`config.mk`:
```
export PLATFORM = sky130hd
export DESIGN_NAME = plr_base_log
export DESIGN_NICKNAME = d
export VERILOG_FILES = /design/src/sv/plr_pkg.sv /design/src/sv/plr_base_log.sv
export VERILOG_INCLUDE_DIRS = /design/src /design/src/sv
export SDC_FILE = /design/constraint.sdc
export NUM_CORES = 2
export LEC_CHECK = 0
export ABC_CLOCK_PERIOD_IN_PS = 13100
export BUFFER_PORTS_ARGS = -buffer_cell sky130_fd_sc_hd__buf_2
export CORE_MARGIN = 2
export CORE_UTILIZATION = 55
export DETAILED_ROUTE_END_ITERATION = 10
export GPL_TIMING_DRIVEN = 0
export PLACE_DENSITY = 0.72
export SLEW_MARGIN = 25
export SYNTH_ARGS = -nofsm -noshare
export SYNTH_HDL_FRONTEND = slang
export SYNTH_SLANG_ARGS = --single-unit
```
`constraint.sdc`:
```
create_clock -name clk_i -period 13.1 [get_ports clk_i]
set_clock_uncertainty 0.05 [all_clocks]
set_input_delay 1.31 -clock clk_i [delete_from_list [all_inputs] [get_ports clk_i]]
set_output_delay 1.31 -clock clk_i [all_outputs]
set_load 0.03 [all_outputs]
```
`src/sv/assert_macros.svh`:
```
// Assertion macros shared by the RTL of the pseudo-log block.
`ifndef ASSERT_MACROS_SVH
`define ASSERT_MACROS_SVH

// Checked only while out of reset.
`define PLR_ASSERT(lbl, prop, msg) \
  lbl: assert property (@(posedge clk_i) disable iff (!rst_ni) (prop)) else $error(msg);

// Checked at every edge, reset included.
`define PLR_ASSERT_ALWAYS(lbl, prop, msg) \
  lbl: assert property (@(posedge clk_i) (prop)) else $error(msg);

`endif

```
`src/sv/plr_pkg.sv`:
```
`default_nettype none

package plr_pkg;

  localparam int IN_W          = 48;
  localparam int OUT_W         = 32;
  localparam int CFG_W         = 16;
  localparam int IN_FRAC_BITS  = 16;
  localparam int OUT_FRAC_BITS = 24;

  localparam logic [CFG_W-1:0] BASE_RESET = 16'd10;

  // Mantissas are Q1.30.
  localparam int MANT_W  = 31;
  localparam int K_W     = 6;
  localparam int SQ_N    = 32;
  localparam int M_W     = 33;
  localparam int LOG_N   = 30;
  localparam int LG_W    = 36;
  localparam int B_W     = 34;
  localparam int N_W     = LG_W + OUT_FRAC_BITS + 1;
  localparam int QW      = LG_W + OUT_FRAC_BITS - 29;
  localparam int REM_W   = B_W + 1;

  localparam logic [30:0] MAG_MAX = 31'h7FFF_FFFF;

  // Index of the highest set bit; zero for a zero word.
  function automatic logic [5:0] top_bit64(input logic [63:0] v);
    logic [5:0] p;
    p = '0;
    for (int i = 0; i < 64; i++) begin
      if (v[i]) begin
        p = 6'(i);
      end
    end
    return p;
  endfunction

endpackage

`default_nettype wire

```
`src/sv/plr_base_log.sv`:
```
`default_nettype none

`include "assert_macros.svh"

module plr_base_log (
  input  wire logic                      clk_i,
  input  wire logic                      rst_ni,
  input  wire logic                      we_i,
  input  wire logic [plr_pkg::CFG_W-1:0] base_i,
  output logic                           busy_o,
  output logic [plr_pkg::B_W-1:0]        b_o
);
  import plr_pkg::*;

  typedef enum logic [1:0] {ST_IDLE, ST_NORM, ST_SQR} state_e;

  state_e             state_q;
  logic [CFG_W-1:0]   base_q;
  logic [MANT_W-1:0]  z_q;
  logic [29:0]        frac_q;
  logic [4:0]         cnt_q;
  logic [3:0]         p_q;
  logic [B_W-1:0]     b_q;

  logic [CFG_W-1:0]   base_eff;
  logic [5:0]         pb;
  logic [61:0]        sq;
  logic [31:0]        z2;
  logic [29:0]        frac_d;

  // A base below two is taken as two.
  assign base_eff = (base_q < 16'd2) ? 16'd2 : base_q;
  assign pb       = top_bit64(64'(base_eff));
  assign sq       = 62'(z_q) * 62'(z_q);
  assign z2       = sq[61:30];
  assign frac_d   = frac_q | (z2[31] ? (30'd1 << cnt_q) : 30'd0);

  always_ff @(posedge clk_i or negedge rst_ni) begin
    if (!rst_ni) begin
      state_q <= ST_NORM;
      base_q  <= BASE_RESET;
      z_q     <= '0;
      frac_q  <= '0;
      cnt_q   <= '0;
      p_q     <= '0;
      b_q     <= '0;
    end else if (we_i) begin
      base_q  <= base_i;
      state_q <= ST_NORM;
    end else begin
      case (state_q)
        ST_NORM: begin
          z_q     <= 31'(64'(base_eff) << (6'd30 - pb));
          p_q     <= pb[3:0];
          frac_q  <= '0;
          cnt_q   <= 5'd29;
          state_q <= ST_SQR;
        end
        ST_SQR: begin
          z_q    <= z2[31] ? z2[31:1] : z2[30:0];
          frac_q <= frac_d;
          if (cnt_q == 5'd0) begin
            b_q     <= {p_q, frac_d};
            state_q <= ST_IDLE;
          end else begin
            cnt_q <= cnt_q - 5'd1;
          end
        end
        default: state_q <= ST_IDLE;
      endcase
    end
  end

  assign busy_o = (state_q != ST_IDLE);
  assign b_o    = b_q;

  `PLR_ASSERT(plr_b_norm_bit, (state_q == ST_SQR && cnt_q == 5'd29) |-> z_q[30], "base mantissa not normalised")
  `PLR_ASSERT(plr_b_done, $fell(busy_o) |-> $past(cnt_q) == 5'd0, "base log finished early")

endmodule

`default_nettype wire

```
# Yosys cells after proc, flatten, opt, wreduce, memory -nomap -nowiden
# Index checks and enable logic that the tools add are counted.
word_totals:
  output_inout_bits: 35
  mem_bits_ro: 0
  ramBits: 0
  latch_bits: 0
  register_bits: 122
  memories: 0
op_classes:
  n_addsub: 2
  bitwise: 2
  n_eq_ne: 4
  muxes: 25
  magnitude_cmp: 1
  n_reduce_logical: 7
  n_div: 0
  mul: 1
  shift: 2
ops:
  columns: ["cell", "count"]
  rows:
  - ["6-bit 2-to-1 mux", 13]
  - ["31-bit by 31-bit multiplier with 62-bit output", 1]
  - ["31-bit one-hot mux with 2 select lines", 1]
  - ["30-bit one-hot mux with 2 select lines", 1]
  - ["31-bit 2-to-1 mux", 1]
  - ["16-bit by 6-bit left shift with 31-bit output", 1]
  - ["30-bit 2-to-1 mux", 1]
  - ["30-bit bitwise OR", 1]
  - ["1-bit by 5-bit left shift with 30-bit output (first input constant)", 1]
  - ["16-bit by 2-bit < comparator with 1-bit output (second input constant)", 1]
  - ["16-bit 2-to-1 mux", 1]
  - ["5-bit one-hot mux with 2 select lines", 1]
  - ["2-bit 2-to-1 mux", 3]
  - ["3-bit AND reduction", 2]
  - ["5-bit by 6-bit subtractor with 6-bit output (first input constant)", 1]
  - ["5-bit logical NOT", 1]
  - ["5-bit 2-to-1 mux", 1]
  - ["5-bit by 1-bit subtractor with 5-bit output (second input constant)", 1]
  - ["2-bit one-hot mux with 2 select lines", 1]
  - ["2-bit AND reduction", 2]
  - ["2-bit nonzero test", 2]
  - ["3-bit != test (second input constant)", 1]
  - ["2-bit by 1-bit == test with 1-bit output (second input constant)", 1]
  - ["2-bit == test (second input constant)", 1]
  - ["other kinds (3)", 3]

# Longest topological paths before layout
logic_depth:
  ltp_word: 20
  mapped_depth: 31

# Worst setup path before layout
# OpenSTA, ideal clock, no wires.
synth_timing:
  path_kind: "flip-flop to flip-flop"
  startpoint: "reg z_q[18]"
  endpoint: "reg z_q[3]"
  stages_incl_launch_ff: 30
  setup_slack_ps: 5373
  arrival_ps: 7551
  period_less_slack_ps: 7727
  path_buffers: 4
  setup_ps: 126
  t_required_ps: 12924
  path_cell_list: "dfrtp_1 clkbuf_1 clkbuf_1 nand2_1 fa_1 inv_1 fa_1 inv_1 fa_1 fa_1 inv_1 fa_1 fa_1 fa_1 inv_1 fa_1 inv_1 ha_1 a21oi_1 o21ai_1 a22oi_1 nor4_1 o21ai_2 a31oi_2 mux2i_2 and2_1 buf_4 buf_6 nor3_1 a221o_1"
synth_between:
  elab_chain_len: 3
synth_rtl:
  columns: ["item", "line_no", "rtl"]
  rows:
  - ["from (decl)", "plr_base_log.sv:19", "logic [MANT_W-1:0] z_q;"]
  - ["from (signal assigned)", "plr_base_log.sv:53", "z_q <= 31'(64'(base_eff) << (6'd30 - pb));"]
  - ["from (signal assigned)", "plr_base_log.sv:60", "z_q <= z2[31] ? z2[31:1] : z2[30:0];"]
  - ["31-bit by 31-bit multiplier with 62-bit output", "plr_base_log.sv:34", "assign sq = 62'(z_q) * 62'(z_q);"]
  - ["31-bit 2-to-1 mux", "plr_base_log.sv:60", null]
  - ["31-bit one-hot mux with 2 select lines", "plr_base_log.sv:51", "case (state_q)"]
# No other way between the ends.
# A chain may end at the register's enable or synchronous reset.

# Worst setup path in the final report
layout_timing:
  startpoint: "reg z_q[20]"
  endpoint: "reg z_q[14]"
# Same word-level chain as after synthesis.

==> impl_metrics.py <==
metrics = {
    "setup_path": {
        "crit_start": "z_q[20]",
        "crit_arrival_ns": 11.63,
        "crit_fanout": 11,
        "cp.required_ns": 13.34,
        "start_kind": "register",
        "endpoint_kind": "register",
        "critPathKind": "register to register",
        "reg2reg_setup_slack_ns": 1.71,
        "r2r_start": "z_q[20]",
    },
    "logic_synthesis": {
        "synth-seq-cells": 122,
        "ys_async_sr_fraction": 1.000,
        "syn_area_per_cell_sq_um": 9.427,
        "syn_inst": 3530,
        "synth-seq-area-share": 0.09186,
        "synthFlopType": "dfrtp_1",
        "yosysWarnings": 0,
        "syn-cell-area_sq_um": 33280,
        "synth-edff-count": 0,
        "post_synth_num_cell_types": 85,
        "syn_nets": 4574,
    },
    "floorplanning": {
        "io_pins": 54,
        "die_w_um": 250.0,
        "start_util": 0.5534,
        "die-area_sq_um": 62490,
        "core_area_sq_um": 60130,
        "die_h_um": 250.0,
        "rows": 90,
    },
    "timing": {
        "finalCritPeriodShare": 0.8694,
        "finalHoldViolations": 0,
        "report.final.slew_viol_count": 0,
        "hold_slack_ns": 0.4297,
        "relSlewSlack": 0.1873,
        "period_minus_slack_ns": 11.39,
        "setup-tns-final_ns": 0,
        "setup-violations-final": 0,
        "rsz0062_at_grt": "no",
        "worst_pin_slew_ns": 1.219,
        "clock.fmax_ghz": 0.08781,
    },
    "global_routing": {
        "grt_usage": 0.3360,
        "grt_antenna_before_repair": 4,
        "grt_pass1_wl_mm": 157.4,
        "grt_max_degree": 95,
        "grt_pass1_vias": 27390,
        "gr-total-overflow": 0,
    },
    "place": {
        "io_buffer_count": 53,
        "hpwlAfterDp_mm": 82.06,
        "place.gp.congestion": 1.051,
    },
    "drt": {
        "vias": 25480,
        "drtIter0Drc": 2829,
        "route.detailed.drc": 0,
        "drt_first_pass_iters": 8,
        "wl_per_cell_um": 22.78,
        "final_antenna_net_count": 0,
        "vias_per_cell": 5.785,
        "wl_mm": 100.3,
    },
    "clock_network": {
        "cts_root_buffer": "clkbuf_16",
        "cts_tree": "built",
        "cts_max_level": 4,
        "cts_buffer_depth": 2,
        "cts-hold-fix-buffers": 0,
        "clk_pin_slew_ns": 0.06,
        "cts_setup_buffers": 0,
        "post_cts_resized": 0,
        "cts_sinks": 122,
        "clkLatencyLatePin_ns": 0.44,
        "cts_buffers": 17,
    },
    "outcome": {
        "status": "complete, no violations",
    },
    "final_layout": {
        "final_common_cell": "inv_1",
        "area_growth_pct": 5.576,
        "final_cell_mix": "inv_1 (941), fa_1 (750), nand2_1 (372)",
        "fin_nets": 4647,
        "drive_gt1_frac": 0.05642,
    },
    "hold_path": {
        "hold_start": "frac_q[18]",
        "hold_class": "register to register",
    },
    "flow_run": {
        "cap_violations": 0,
    },
}
[critical path: stages, from the launching register on]
cell	delay (ns)
dfrtp_1	0.59
clkbuf_1	0.84
clkbuf_1	0.97
nand2_1	0.18
fa_1	0.61
inv_1	0.07
fa_1	0.43
fa_1	0.56
inv_1	0.06
fa_1	0.48
inv_1	0.05
fa_1	0.49
fa_1	0.58
fa_1	0.44
fa_1	0.44
ha_1	0.35
nand4_1	0.42
inv_1	0.26
a221oi_1	0.76
o21ai_1	0.46
o21ai_2	0.40
a31oi_2	0.16
mux2i_2	0.49
and2_1	0.20
buf_4	0.15
buf_2	0.25
nand3_1	0.11
a32oi_1	0.39
[final timing paths]
| kind | end | cells past startpoint |
|---|---|---|
| max in group asynchronous | z_q[14] | 2 |
| hold reg to reg | frac_q[18] | 2 |
| setup reg to reg | z_q[14] | 27 |
| min in group asynchronous | b_o[31] | 1 |
| setup / recovery | z_q[14] | 27 |
| hold / removal | frac_q[18] | 2 |
[synthesized netlist by cell type (23+ instances only)]
cell type	number	area share
nor2_1	104	0.012
a21o_1	35	0.0079
nand3_1	24	0.0036
nor3_1	30	0.0045
dfrtp_1	119	0.089
ha_1	275	0.10
xnor2_1	28	0.0074
and2_1	174	0.033
a21oi_1	85	0.013
inv_1	941	0.11
mux2_2	52	0.018
nand4_1	23	0.0043
nand2_1	372	0.042
clkbuf_1	123	0.014
mux2i_1	35	0.011
o21ai_0	59	0.0089
fa_1	750	0.45
[final cells by class]
cell class              count  area (sq um)
clock buffers              17         425.4
inverters                 945          3547
diodes                      6         15.01
plain buffers             145         611.8
repair buffers             54         302.8
multi-input cells        2318         26060
clock inverters            15         132.6
fillers                  5268         25000
well taps                 782         978.4
flip-flops and latches    122          3057
[state kept, by name, indices dropped and copies added, names as in the netlist]
name,flops
base_q,16
z_q,31
frac_q,30
b_o,34
p_q,4
cnt_q,5
state_q,2
[through the flow]
step	setup WS, ns	instances	area, sq um	utilization
4_1_cts	2.272	4398	35120	0.5840
3_5_place_dp	2.302	4366	34560	0.5747
5_1_grt	1.571	4399	35120	0.5840
6_report	1.711	4404	35130	0.5842
2_1_floorplan	5.373	3530	33280	-
3_3_place_gp	2.355	4365	34520	0.5741
[kinds of logic after synthesis]
family / synth area share
AND/OR/NAND/NOR: 0.1140
AO/OA/AOI/OAI: 0.06979
adder cells (fa/ha/maj): 0.5546
multiplexers: 0.03170
flip-flops: 0.09186
buffers and inverters: 0.1249
XOR/XNOR: 0.01309
[routing by layer]
layer	up-vias	routed length, um	GRT usage	share of wire
met2	1498	44670	0.5230	0.45
met5	-	48	0.004633	0.00048
met1	12780	36990	0.4269	0.37
met4	4	6774	0.1749	0.068
met3	416	11850	0.09887	0.12
li1	10780	-	-	-
Power is not shown: default switching activity piles up to over one toggle a cycle in this logic, so the estimate is an artifact.
